**config.mk**
```make
export PLATFORM = sky130hd
export DESIGN_NAME = json_string_member_extract_unit
export DESIGN_NICKNAME = d
export VERILOG_FILES = /design/src/rtl/jsme_pkg.sv /design/src/rtl/json_string_member_extract_unit.sv
export VERILOG_INCLUDE_DIRS = /design/src /design/src/rtl
export SDC_FILE = /design/constraint.sdc
export NUM_CORES = 1
export LEC_CHECK = 0
export ABC_AREA = 1
export BUFFER_PORTS_ARGS = -buffer_cell sky130_fd_sc_hd__buf_2
export CELL_PAD_IN_SITES_DETAIL_PLACEMENT = 0
export CELL_PAD_IN_SITES_GLOBAL_PLACEMENT = 2
export CORE_MARGIN = 1.5
export CORE_UTILIZATION = 33
export CTS_CLUSTER_DIAMETER = 150
export DETAILED_ROUTE_END_ITERATION = 8
export HOLD_SLACK_MARGIN = 0.05
export PLACE_DENSITY_LB_ADDON = 0.3
export SKIP_LAST_GASP = 1
export SYNTH_ARGS = -nofsm -noshare
export SYNTH_HDL_FRONTEND = slang
export SYNTH_SLANG_ARGS = --single-unit
```
**constraint.sdc**
```tcl
create_clock -name clock -period 4.6 [get_ports clock]
set_clock_uncertainty 0.15 [all_clocks]
set_input_delay 0.46 -clock clock [delete_from_list [all_inputs] [get_ports clock]]
set_output_delay 0.46 -clock clock [all_outputs]
set_load 0.05 [all_outputs]
```
**src/rtl/json_string_member_extract_unit_assert.svh**
```systemverilog
// ----------------------------------------------------------------------------
// JSON string member extract unit: assertion macros
// Shared property forms for the concurrent checks of the extract unit.
// ----------------------------------------------------------------------------
`ifndef JSON_STRING_MEMBER_EXTRACT_UNIT_ASSERT_SVH
`define JSON_STRING_MEMBER_EXTRACT_UNIT_ASSERT_SVH

// Same-cycle implication, checked while reset is low.
`define JSME_ASSERT_NOW(label, clk, rst, ante, cons, msg) \
   label: assert property (@(posedge clk) disable iff (rst) (ante) |-> (cons)) \
      else $error(msg);

// Next-cycle implication, checked while reset is low.
`define JSME_ASSERT_NEXT(label, clk, rst, ante, cons, msg) \
   label: assert property (@(posedge clk) disable iff (rst) (ante) |=> (cons)) \
      else $error(msg);

`endif

```
**src/rtl/jsme_pkg.sv**
```systemverilog
// ----------------------------------------------------------------------------
// JSON string member extract package
// Types, codes and character constants of the JSON string member extractor.
// ----------------------------------------------------------------------------
package jsme_pkg;

   localparam int MAX_KEY_BYTES = 32;
   localparam int KEY_REGS      = 4;
   localparam int OUT_DEPTH     = 4;

   // Scanner phases.
   typedef enum logic [2:0] {
      PH_SEARCH     = 3'd0,
      PH_MATCH      = 3'd1,
      PH_AFTERKEY   = 3'd3,
      PH_AFTERCOLON = 3'd4,
      PH_VALUE      = 3'd5,
      PH_ESCAPE     = 3'd6,
      PH_HEXSKIP    = 3'd7
   } phase_type;

   // Register indexes of the configuration port.
   typedef enum logic [2:0] {
      REG_KEY_LENGTH = 3'd0,
      REG_KEY_0_7    = 3'd1,
      REG_KEY_8_15   = 3'd2,
      REG_KEY_16_23  = 3'd3,
      REG_KEY_24_31  = 3'd4,
      REG_MAX_CHARS  = 3'd5
   } reg_index_type;

   // Status codes of the final transaction.
   localparam logic [1:0] ST_FOUND      = 2'd0;
   localparam logic [1:0] ST_EMPTY      = 2'd1;
   localparam logic [1:0] ST_MISSING    = 2'd2;
   localparam logic [1:0] ST_NOT_STRING = 2'd3;

   // Characters.
   localparam logic [7:0] CH_QUOTE     = 8'h22;
   localparam logic [7:0] CH_COLON     = 8'h3A;
   localparam logic [7:0] CH_QUESTION  = 8'h3F;
   localparam logic [7:0] CH_BACKSLASH = 8'h5C;
   localparam logic [7:0] CH_SPACE     = 8'h20;
   localparam logic [7:0] CH_TAB       = 8'h09;
   localparam logic [7:0] CH_CR        = 8'h0D;
   localparam logic [7:0] CH_LF        = 8'h0A;
   localparam logic [7:0] CH_BS        = 8'h08;
   localparam logic [7:0] CH_FF        = 8'h0C;
   localparam logic [7:0] CH_LOW_N     = 8'h6E;
   localparam logic [7:0] CH_LOW_R     = 8'h72;
   localparam logic [7:0] CH_LOW_T     = 8'h74;
   localparam logic [7:0] CH_LOW_B     = 8'h62;
   localparam logic [7:0] CH_LOW_F     = 8'h66;
   localparam logic [7:0] CH_LOW_U     = 8'h75;

   // One result transaction.
   typedef struct packed {
      logic [7:0] value_char;
      logic       is_final;
      logic [1:0] status;
   } rsp_type;

   // Outcome of comparing one byte against the key.
   typedef struct packed {
      phase_type  phase;
      logic [5:0] pos;
   } cand_type;

   function automatic logic is_ws(input logic [7:0] b);
      return (b == CH_SPACE) || (b == CH_TAB) || (b == CH_CR) || (b == CH_LF);
   endfunction

endpackage

```
**src/rtl/json_string_member_extract_unit.sv**
```systemverilog
// ----------------------------------------------------------------------------
// JSON string member extract unit
// Finds the first member whose key equals the configured key in a JSON byte
// stream and delivers the decoded string value, then one status transaction.
// ----------------------------------------------------------------------------
//
//   channel   prefix  direction  transaction
//   -------   ------  ---------  ---------------------------------------------
//   request   req_    in         one document byte plus end-of-text flag
//   response  rsp_    out        one decoded value character, or final status
//   config    csr_    in/out     APB-style 64-bit register access
//
// A byte is taken every cycle unless the request side stalls. It is held in the
// input register, processed by the scanner logic, and its results (at most two:
// a character and the status at end of text) enter a four-entry output queue,
// from whose head they are offered on the response channel. The input register
// advances only while the queue holds at most two results, so the request side
// stalls once three results wait unread. Reset is synchronous and active high;
// it restores the scanner, the input valid flag, the queue pointers and the
// configuration registers to their reset values.
//
module json_string_member_extract_unit (
   input  logic        clock,
   input  logic        reset,
   // Request channel
   input  logic        req_valid,
   output logic        req_ready,
   input  logic [7:0]  req_text_byte,
   input  logic        req_end_of_text,
   // Response channel
   output logic        rsp_valid,
   input  logic        rsp_ready,
   output logic [7:0]  rsp_value_char,
   output logic        rsp_is_final,
   output logic [1:0]  rsp_status,
   // Configuration port
   input  logic        csr_psel,
   input  logic        csr_penable,
   input  logic        csr_pwrite,
   input  logic [5:0]  csr_paddr,
   input  logic [63:0] csr_pwdata,
   output logic [63:0] csr_prdata,
   output logic        csr_pready
);

`include "json_string_member_extract_unit_assert.svh"

   localparam int PTR_W = $clog2(jsme_pkg::OUT_DEPTH);
   localparam int CNT_W = $clog2(jsme_pkg::OUT_DEPTH + 1);

   // -------------------------------------------------------------------------
   // Configuration registers. Writes land on the access phase; the whole
   // register is written, unused data bits are dropped.
   // -------------------------------------------------------------------------
   logic [5:0]                              key_length_ff;
   logic [jsme_pkg::KEY_REGS-1:0][63:0]     key_ff;
   logic [7:0]                              max_chars_ff;
   logic                                    csr_write;
   jsme_pkg::reg_index_type                 csr_index;

   assign csr_pready = 1'b1;
   assign csr_write  = csr_psel && csr_penable && csr_pwrite;
   assign csr_index  = jsme_pkg::reg_index_type'(csr_paddr[5:3]);

   always_ff @(posedge clock) begin
      if (reset) begin
         key_length_ff <= 6'd1;
         key_ff        <= '0;
         max_chars_ff  <= 8'hFF;
      end else if (csr_write) begin
         case (csr_index)
            jsme_pkg::REG_KEY_LENGTH: begin
               key_length_ff <= csr_pwdata[5:0];
            end
            jsme_pkg::REG_KEY_0_7: begin
               key_ff[0] <= csr_pwdata;
            end
            jsme_pkg::REG_KEY_8_15: begin
               key_ff[1] <= csr_pwdata;
            end
            jsme_pkg::REG_KEY_16_23: begin
               key_ff[2] <= csr_pwdata;
            end
            jsme_pkg::REG_KEY_24_31: begin
               key_ff[3] <= csr_pwdata;
            end
            jsme_pkg::REG_MAX_CHARS: begin
               max_chars_ff <= csr_pwdata[7:0];
            end
            default: begin
            end
         endcase
      end
   end

   always_comb begin
      case (csr_index)
         jsme_pkg::REG_KEY_LENGTH: csr_prdata = {58'd0, key_length_ff};
         jsme_pkg::REG_KEY_0_7:    csr_prdata = key_ff[0];
         jsme_pkg::REG_KEY_8_15:   csr_prdata = key_ff[1];
         jsme_pkg::REG_KEY_16_23:  csr_prdata = key_ff[2];
         jsme_pkg::REG_KEY_24_31:  csr_prdata = key_ff[3];
         jsme_pkg::REG_MAX_CHARS:  csr_prdata = {56'd0, max_chars_ff};
         default:                  csr_prdata = '0;
      endcase
   end

   // A key length of zero behaves as one; lengths past the key storage clamp.
   logic [5:0] eff_len;
   always_comb begin
      if (key_length_ff == 6'd0) begin
         eff_len = 6'd1;
      end else if (key_length_ff > 6'(jsme_pkg::MAX_KEY_BYTES)) begin
         eff_len = 6'(jsme_pkg::MAX_KEY_BYTES);
      end else begin
         eff_len = key_length_ff;
      end
   end

   // -------------------------------------------------------------------------
   // Input register.
   // -------------------------------------------------------------------------
   logic       in_valid_ff, in_valid_in;
   logic [7:0] in_byte_ff;
   logic       in_last_ff;
   logic       advance;
   logic       req_accept;

   assign req_ready  = !in_valid_ff || advance;
   assign req_accept = req_valid && req_ready;
   assign in_valid_in = req_accept || (in_valid_ff && !advance);

   always_ff @(posedge clock) begin
      if (reset) begin
         in_valid_ff <= 1'b0;
      end else begin
         in_valid_ff <= in_valid_in;
      end
   end

   always_ff @(posedge clock) begin
      if (req_accept) begin
         in_byte_ff <= req_text_byte;
         in_last_ff <= req_end_of_text;
      end
   end

   // -------------------------------------------------------------------------
   // Scanner state.
   // -------------------------------------------------------------------------
   jsme_pkg::phase_type phase_ff, phase_in;
   logic [5:0]          pos_ff, pos_in;
   logic                space_ff, space_in;
   logic [2:0]          hex_ff, hex_in;
   logic [7:0]          count_ff, count_in;
   logic                sent_ff, sent_in;

   // Compare one byte against the key at a given position. A quote that does
   // not match still opens a fresh candidate key.
   function automatic jsme_pkg::cand_type cand(input logic [7:0] b,
                                               input logic [5:0] pos,
                                               input logic [5:0] len,
                                               input logic [255:0] keys);
      jsme_pkg::cand_type r;
      logic [7:0]         kb;
      kb = (pos < 6'(jsme_pkg::MAX_KEY_BYTES)) ? keys[{pos[4:0], 3'b000} +: 8] : 8'd0;
      if ((pos < len) && (b == kb)) begin
         r.phase = jsme_pkg::PH_MATCH;
         r.pos   = pos + 6'd1;
      end else if (b == jsme_pkg::CH_QUOTE) begin
         r.phase = jsme_pkg::PH_MATCH;
         r.pos   = 6'd0;
      end else begin
         r.phase = jsme_pkg::PH_SEARCH;
         r.pos   = 6'd0;
      end
      return r;
   endfunction

   logic               chr_v;
   logic [7:0]         chr_val;
   logic [7:0]         esc_val;
   logic               st_v;
   logic [1:0]         st_val;
   jsme_pkg::cand_type cres;
   logic [5:0]         cand_pos;

   // The candidate compare always starts at position zero after a key's
   // closing quote, and otherwise continues the running match.
   assign cand_pos = (phase_ff == jsme_pkg::PH_AFTERKEY) ? 6'd0 : pos_ff;
   assign cres     = cand(in_byte_ff, cand_pos, eff_len, key_ff);

   always_comb begin
      case (in_byte_ff)
         jsme_pkg::CH_LOW_N: esc_val = jsme_pkg::CH_LF;
         jsme_pkg::CH_LOW_R: esc_val = jsme_pkg::CH_CR;
         jsme_pkg::CH_LOW_T: esc_val = jsme_pkg::CH_TAB;
         jsme_pkg::CH_LOW_B: esc_val = jsme_pkg::CH_BS;
         jsme_pkg::CH_LOW_F: esc_val = jsme_pkg::CH_FF;
         jsme_pkg::CH_LOW_U: esc_val = jsme_pkg::CH_QUESTION;
         default:            esc_val = in_byte_ff;
      endcase
   end

   // Next state and results of the byte in the input register.
   always_comb begin
      phase_in = phase_ff;
      pos_in   = pos_ff;
      space_in = space_ff;
      hex_in   = hex_ff;
      count_in = count_ff;
      sent_in  = sent_ff;
      chr_v    = 1'b0;
      chr_val  = in_byte_ff;
      st_v     = 1'b0;
      st_val   = jsme_pkg::ST_FOUND;

      if (!sent_ff) begin
         case (phase_ff)
            jsme_pkg::PH_MATCH: begin
               if (pos_ff >= eff_len) begin
                  pos_in   = 6'd0;
                  if (in_byte_ff == jsme_pkg::CH_QUOTE) begin
                     phase_in = jsme_pkg::PH_AFTERKEY;
                     space_in = 1'b0;
                  end else begin
                     phase_in = jsme_pkg::PH_SEARCH;
                  end
               end else begin
                  phase_in = cres.phase;
                  pos_in   = cres.pos;
               end
            end
            jsme_pkg::PH_AFTERKEY: begin
               if (jsme_pkg::is_ws(in_byte_ff)) begin
                  space_in = 1'b1;
               end else if (in_byte_ff == jsme_pkg::CH_COLON) begin
                  phase_in = jsme_pkg::PH_AFTERCOLON;
               end else if (!space_ff) begin
                  phase_in = cres.phase;
                  pos_in   = cres.pos;
               end else begin
                  phase_in = (in_byte_ff == jsme_pkg::CH_QUOTE) ? jsme_pkg::PH_MATCH
                                                                : jsme_pkg::PH_SEARCH;
                  pos_in   = 6'd0;
               end
            end
            jsme_pkg::PH_AFTERCOLON: begin
               if (in_byte_ff == jsme_pkg::CH_QUOTE) begin
                  phase_in = jsme_pkg::PH_VALUE;
                  count_in = 8'd0;
               end else if (!jsme_pkg::is_ws(in_byte_ff)) begin
                  st_v    = 1'b1;
                  st_val  = jsme_pkg::ST_NOT_STRING;
                  sent_in = 1'b1;
               end
            end
            jsme_pkg::PH_VALUE: begin
               if (in_byte_ff == jsme_pkg::CH_QUOTE) begin
                  st_v    = 1'b1;
                  st_val  = (count_ff != 8'd0) ? jsme_pkg::ST_FOUND : jsme_pkg::ST_EMPTY;
                  sent_in = 1'b1;
               end else if ((in_byte_ff == jsme_pkg::CH_BACKSLASH) && !in_last_ff) begin
                  phase_in = jsme_pkg::PH_ESCAPE;
               end else if (count_ff < max_chars_ff) begin
                  chr_v    = 1'b1;
                  count_in = count_ff + 8'd1;
               end
            end
            jsme_pkg::PH_ESCAPE: begin
               chr_val  = esc_val;
               phase_in = jsme_pkg::PH_VALUE;
               if (in_byte_ff == jsme_pkg::CH_LOW_U) begin
                  hex_in   = 3'd4;
                  phase_in = jsme_pkg::PH_HEXSKIP;
               end
               if (count_ff < max_chars_ff) begin
                  chr_v    = 1'b1;
                  count_in = count_ff + 8'd1;
               end
            end
            jsme_pkg::PH_HEXSKIP: begin
               hex_in = hex_ff - 3'd1;
               if (hex_ff == 3'd1) begin
                  phase_in = jsme_pkg::PH_VALUE;
               end
            end
            default: begin
               pos_in   = 6'd0;
               phase_in = (in_byte_ff == jsme_pkg::CH_QUOTE) ? jsme_pkg::PH_MATCH
                                                             : jsme_pkg::PH_SEARCH;
            end
         endcase
      end

      // End of text: status from where the scan stopped, then a clean start.
      if (in_last_ff) begin
         if (!sent_in) begin
            st_v = 1'b1;
            if ((phase_in == jsme_pkg::PH_VALUE) || (phase_in == jsme_pkg::PH_ESCAPE) ||
                (phase_in == jsme_pkg::PH_HEXSKIP)) begin
               st_val = (count_in != 8'd0) ? jsme_pkg::ST_FOUND : jsme_pkg::ST_EMPTY;
            end else if (phase_in == jsme_pkg::PH_AFTERCOLON) begin
               st_val = jsme_pkg::ST_NOT_STRING;
            end else begin
               st_val = jsme_pkg::ST_MISSING;
            end
         end
         phase_in = jsme_pkg::PH_SEARCH;
         pos_in   = 6'd0;
         space_in = 1'b0;
         hex_in   = 3'd0;
         count_in = 8'd0;
         sent_in  = 1'b0;
      end
   end

   always_ff @(posedge clock) begin
      if (reset) begin
         phase_ff <= jsme_pkg::PH_SEARCH;
         pos_ff   <= 6'd0;
         space_ff <= 1'b0;
         hex_ff   <= 3'd0;
         count_ff <= 8'd0;
         sent_ff  <= 1'b0;
      end else if (advance) begin
         phase_ff <= phase_in;
         pos_ff   <= pos_in;
         space_ff <= space_in;
         hex_ff   <= hex_in;
         count_ff <= count_in;
         sent_ff  <= sent_in;
      end
   end

   // -------------------------------------------------------------------------
   // Output queue. A character always precedes the status of the same byte.
   // -------------------------------------------------------------------------
   jsme_pkg::rsp_type              fifo_ff [jsme_pkg::OUT_DEPTH];
   logic [PTR_W-1:0]               wr_ptr_ff, rd_ptr_ff;
   logic [CNT_W-1:0]               fill_ff, fill_in;
   logic [1:0]                     push_n;
   logic                           pop;
   jsme_pkg::rsp_type              slot0, slot1;
   jsme_pkg::rsp_type              chr_rsp, st_rsp, head;

   assign advance = in_valid_ff && (fill_ff <= CNT_W'(jsme_pkg::OUT_DEPTH - 2));

   assign chr_rsp = '{value_char: chr_val, is_final: 1'b0, status: jsme_pkg::ST_FOUND};
   assign st_rsp  = '{value_char: 8'd0, is_final: 1'b1, status: st_val};
   assign slot0   = chr_v ? chr_rsp : st_rsp;
   assign slot1   = st_rsp;
   assign push_n  = advance ? ({1'b0, chr_v} + {1'b0, st_v}) : 2'd0;

   assign head      = fifo_ff[rd_ptr_ff];
   assign rsp_valid = (fill_ff != '0);
   assign pop       = rsp_valid && rsp_ready;
   assign rsp_value_char = head.value_char;
   assign rsp_is_final   = head.is_final;
   assign rsp_status     = head.status;

   assign fill_in = fill_ff + CNT_W'(push_n) - CNT_W'(pop);

   always_ff @(posedge clock) begin
      if (reset) begin
         wr_ptr_ff <= '0;
         rd_ptr_ff <= '0;
         fill_ff   <= '0;
      end else begin
         wr_ptr_ff <= wr_ptr_ff + PTR_W'(push_n);
         rd_ptr_ff <= rd_ptr_ff + PTR_W'(pop);
         fill_ff   <= fill_in;
      end
   end

   always_ff @(posedge clock) begin
      if (push_n != 2'd0) begin
         fifo_ff[wr_ptr_ff] <= slot0;
      end
      if (push_n == 2'd2) begin
         fifo_ff[wr_ptr_ff + PTR_W'(1)] <= slot1;
      end
   end

   // -------------------------------------------------------------------------
   // Assertions
   // -------------------------------------------------------------------------
   `JSME_ASSERT_NOW(a_queue_room, clock, reset, push_n != 2'd0,
      fill_ff <= CNT_W'(jsme_pkg::OUT_DEPTH - 2), "result queue written without room")
   `JSME_ASSERT_NEXT(a_doc_end_clears, clock, reset, advance && in_last_ff,
      phase_ff == jsme_pkg::PH_SEARCH && count_ff == 8'd0 && !sent_ff,
      "scanner state not cleared after end of text")
   `JSME_ASSERT_NOW(a_quiet_after_status, clock, reset, advance && sent_ff,
      push_n == 2'd0, "result produced after the status of this document")
   `JSME_ASSERT_NOW(a_count_bound, clock, reset, advance && chr_v,
      count_ff < max_chars_ff, "character delivered beyond the configured limit")

endmodule

```
==> flow_metrics.env <==
export IMPL_fin_ws_ns=0.520
export IMPL_place_hpwl_mm=48.0
export IMPL_initial_core_util_pct=33.6
export IMPL_power_total_mw=7.81
export IMPL_post_place_ws_ns=0.600
export IMPL_grt_pass1_vias=18400
export IMPL_final_nets=3061
export IMPL_final_cell_mix="541 x nor2_1, 489 x nand2_1, 361 x o21ai_0"
export IMPL_grt_max_degree=158
export IMPL_vias=19700
export IMPL_worstSetupEndpointType="flip-flop"
export IMPL_crit_path_frequent_cell="nand2_1"
export IMPL_ir_drop_mv=0.226
export IMPL_avgSynthCellArea_um2=6.59
export IMPL_die_y_um=240
export IMPL_final_cell_count_no_fill=3726
export IMPL_setup_tns_ns=0
export IMPL_path_delay_family="simple AND/OR/NAND/NOR gates"
export IMPL_drive_above_1_share_pct=10.2
export IMPL_rsz0062_at_grt="no"
export IMPL_ys_ff_latch=353
export IMPL_io_pin_count=164
export IMPL_relSlewSlack_pct=23.0
export IMPL_cp_max_fo=30
export IMPL_viasPerCell=5.30
export IMPL_die_area_mm2=0.0578
export IMPL_cts_tree="yes"
export IMPL_required_ns=4.74
export IMPL_cp_endpoint="fifo_ff[3][0]$_DFFE_PP_"
export IMPL_reg2reg_from="phase_ff[2]$_SDFFE_PP0P_"
export IMPL_syn_inst=2823
export IMPL_max_freq_mhz=245
export IMPL_clock_latency_ns=0.60
export IMPL_r2r_end="fifo_ff[3][0]$_DFFE_PP_"
export IMPL_place_congestion=0.863
export IMPL_synthesis_area_mm2=0.0186
export IMPL_cp_arrival_ns=4.22
export IMPL_first_iter_violations=1719
export IMPL_detail_route_antenna_nets=0
export IMPL_antenna_found_initial=0
export IMPL_cp_start_kind="flip-flop"
export IMPL_ys_warn_count=0
export IMPL_coreArea_mm2=0.0554
export IMPL_wl_mm=75.0
export IMPL_ys_types=44
export IMPL_drv_cap=0
export IMPL_wl_met3_mm=4.61
export IMPL_cts_max_level=2
export IMPL_crit_chain="inv_2 -> nand3_4 -> nand2_4 -> inv_2 -> nand3_1 -> nand3_1 -> nand3_1 -> nand3_1 -> nand2_1 -> nand3_1 -> nand2_1 -> nor2_1 -> nand2_1 -> nor2_1 -> nand3_1 -> nand2_1 -> nand2_1 -> nand2_1 -> nand2_1 -> nand2_2 -> a21oi_1"
export IMPL_highest_layer="met4"
export IMPL_status="finished, final reports clean"
export IMPL_syn_num_nets=2939
export IMPL_finalSetupViolations=0
export IMPL_hold_path_class="in2reg"
export IMPL_critPathBufInv=2
export IMPL_placedCellCount=3582
export IMPL_cts_root_buf="clkbuf_16"
export IMPL_crit_path_start="phase_ff[2]$_SDFFE_PP0P_"
export IMPL_cts_inserted_buffers=45
export IMPL_hold_viol=0
export IMPL_reg2reg_depth=21
export IMPL_max_stage_delay_ns=0.61
export IMPL_wl_met2_mm=32.7
export IMPL_worstMarginPinSlew_ns=1.15
export IMPL_wl_per_cell_um=20.1
export IMPL_p_per_area_mw_per_mm2=355
export IMPL_grt_pass1_wl_mm=113
export IMPL_first_pass_iters=7
export IMPL_critical_path_class="reg2reg"
export IMPL_layout_commonest_cell="nor2_1"
export IMPL_leakage_nw=9.75
export IMPL_cts_buffer_depth=3
export IMPL_n_antenna_cell=0
export IMPL_cts_resized_gates=0
export IMPL_seq_area_frac_synth_pct=38.9
export IMPL_overflow=0
export IMPL_clk_pin_slew_ns=0.06
export IMPL_track_usage_pct=25.6
export IMPL_drc=0
export IMPL_final_util_pct=39.7
export IMPL_reg2reg_slack_ns=0.52
export IMPL_post_cts_buffers=0
export IMPL_drv_slew=0
export IMPL_wl_met1_mm=36.0
export IMPL_cp_slowest_cell="inv_2"
export IMPL_areaGrowthSynthToFinish_pct=18.1
export IMPL_fin_crit_ns=4.08
export IMPL_cts_sinks=353
export IMPL_io_buffers=159
export IMPL_chipWidth_um=240
export IMPL_cp_depth=21
export IMPL_rows=86
export IMPL_fillerInstances=5976
export IMPL_timing_final_crit_share_pct=88.7
layer usage:
| metal | vias up | track usage [%] |
|---|---|---|
| met3 | 93 | 3.86 |
| met4 | 0 | 6.92 |
| met2 | 631 | 39.7 |
| li1 | 9605 | - |
| met1 | 9405 | 36.8 |
| met5 | - | 0 |
flip-flops by register name (all words and copies together), names as in the netlist:
name / flops
pos_ff: 6
key_length_ff: 6
phase_ff: 3
fifo_ff: 44
in_valid_ff: 1
key_ff: 256
hex_ff: 3
space_ff: 1
rd_ptr_ff: 2
fill_ff: 3
count_ff: 8
in_byte_ff: 8
wr_ptr_ff: 2
in_last_ff: 1
sent_ff: 1
max_chars_ff: 8
synth_stat cells, drive strengths merged:
cell type,number,area [um2]
a2111oi,1,8.76
a211oi,3,35.0
a21boi,1,7.51
a21o,1,7.51
a21oi,142,711
a221oi,8,70.1
a22oi,51,383
a31oi,3,18.8
buf,56,328
clkbuf,127,478
clkinv,5,18.8
conb,1,3.75
dfxtp,336,6730
edfxtp,17,510
fa,1,20.0
ha,29,363
inv,201,757
nand2,495,1880
nand3,308,1550
nand4,12,75.1
nor2,547,2070
nor3,22,110
nor4,3,18.8
o2111ai,5,43.8
o211ai,23,173
o21a,2,15.0
o21ai,362,1810
o221a,1,11.3
o22ai,34,213
or2,15,93.8
xnor2,3,26.3
xor2,8,70.1
kinds of logic after synthesis:
family,after synthesis,share of synthesized area [%]
AOI/OAI and AO/OA,637,18.8
xor gates and xnor gates,11,0.518
adders and majority gates,30,2.06
buffers and inverters,389,8.50
DFF,353,38.9
other,1,0.0201
and+or+nand+nor,1402,31.2
power breakdown:
part / internal (mW) / switching (mW) / leakage (nW)
logic: 0.310 / 0.774 / 6.18
registers: 3.21 / 0.0735 / 2.88
clock network: 2.00 / 1.45 / 0.691
worst reg2reg max path, cell delays in order, from the launching register on:
cell and delay, ns:
dfxtp_1 0.46, inv_2 0.11, nand3_4 0.18, nand2_4 0.27
inv_2 0.62, nand3_1 0.36, nand3_1 0.19, nand3_1 0.08
nand3_1 0.09, nand2_1 0.16, nand3_1 0.11, nand2_1 0.07
nor2_1 0.10, nand2_1 0.06, nor2_1 0.14, nand3_1 0.11
nand2_1 0.11, nand2_1 0.06, nand2_1 0.09, nand2_1 0.09
nand2_2 0.12, a21oi_1 0.08
area by class of cell:
cell class	instances	area (um2)	share of cell area [%]
Inverter	206	781	3.55
Timing Repair Buffer	258	1770	8.07
Tap cell	748	936	4.26
Sequential cell	353	7240	32.9
Clock buffer	69	1300	5.90
Multi-Input combinational cell	2081	9840	44.8
Clock inverter	11	110	0.501
what timing repair did:
| action | CTS | global route |
|---|---|---|
| setup endpoints to repair | 0 | 0 |
| endpoints found under the hold margin | 203 | 0 |
| hold buffers | 64 | 0 |
metrics by stage:
step	instance area (um2)	hold WS (ns)
after global routing	22000	0.0820
after floorplan	18600	0.272
after global placement	19900	0.286
final	22000	0.0789
after detailed placement	19900	0.287
after CTS	22000	0.0507
worst min-delay path by stage:
stage / startpoint / endpoint / depth (start not counted) / slack (ns)
after CTS: csr_pwdata[22] / key_ff[22]$_SDFFE_PP0P_ / 3 / 0.05
after global placement: fifo_ff[1][2]$_SDFFE_PP1P_ / fifo_ff[1][2]$_SDFFE_PP1P_ / 2 / 0.29
after global routing: csr_pwdata[22] / key_ff[150]$_SDFFE_PP0P_ / 3 / 0.08
final: csr_pwdata[22] / key_ff[22]$_SDFFE_PP0P_ / 3 / 0.08
after detailed placement: fifo_ff[1][2]$_SDFFE_PP1P_ / fifo_ff[1][2]$_SDFFE_PP1P_ / 2 / 0.29
after floorplan: fifo_ff[1][2]$_SDFFE_PP1P_ / fifo_ff[1][2]$_SDFFE_PP1P_ / 2 / 0.27
(Power assumes the default switching activity.)
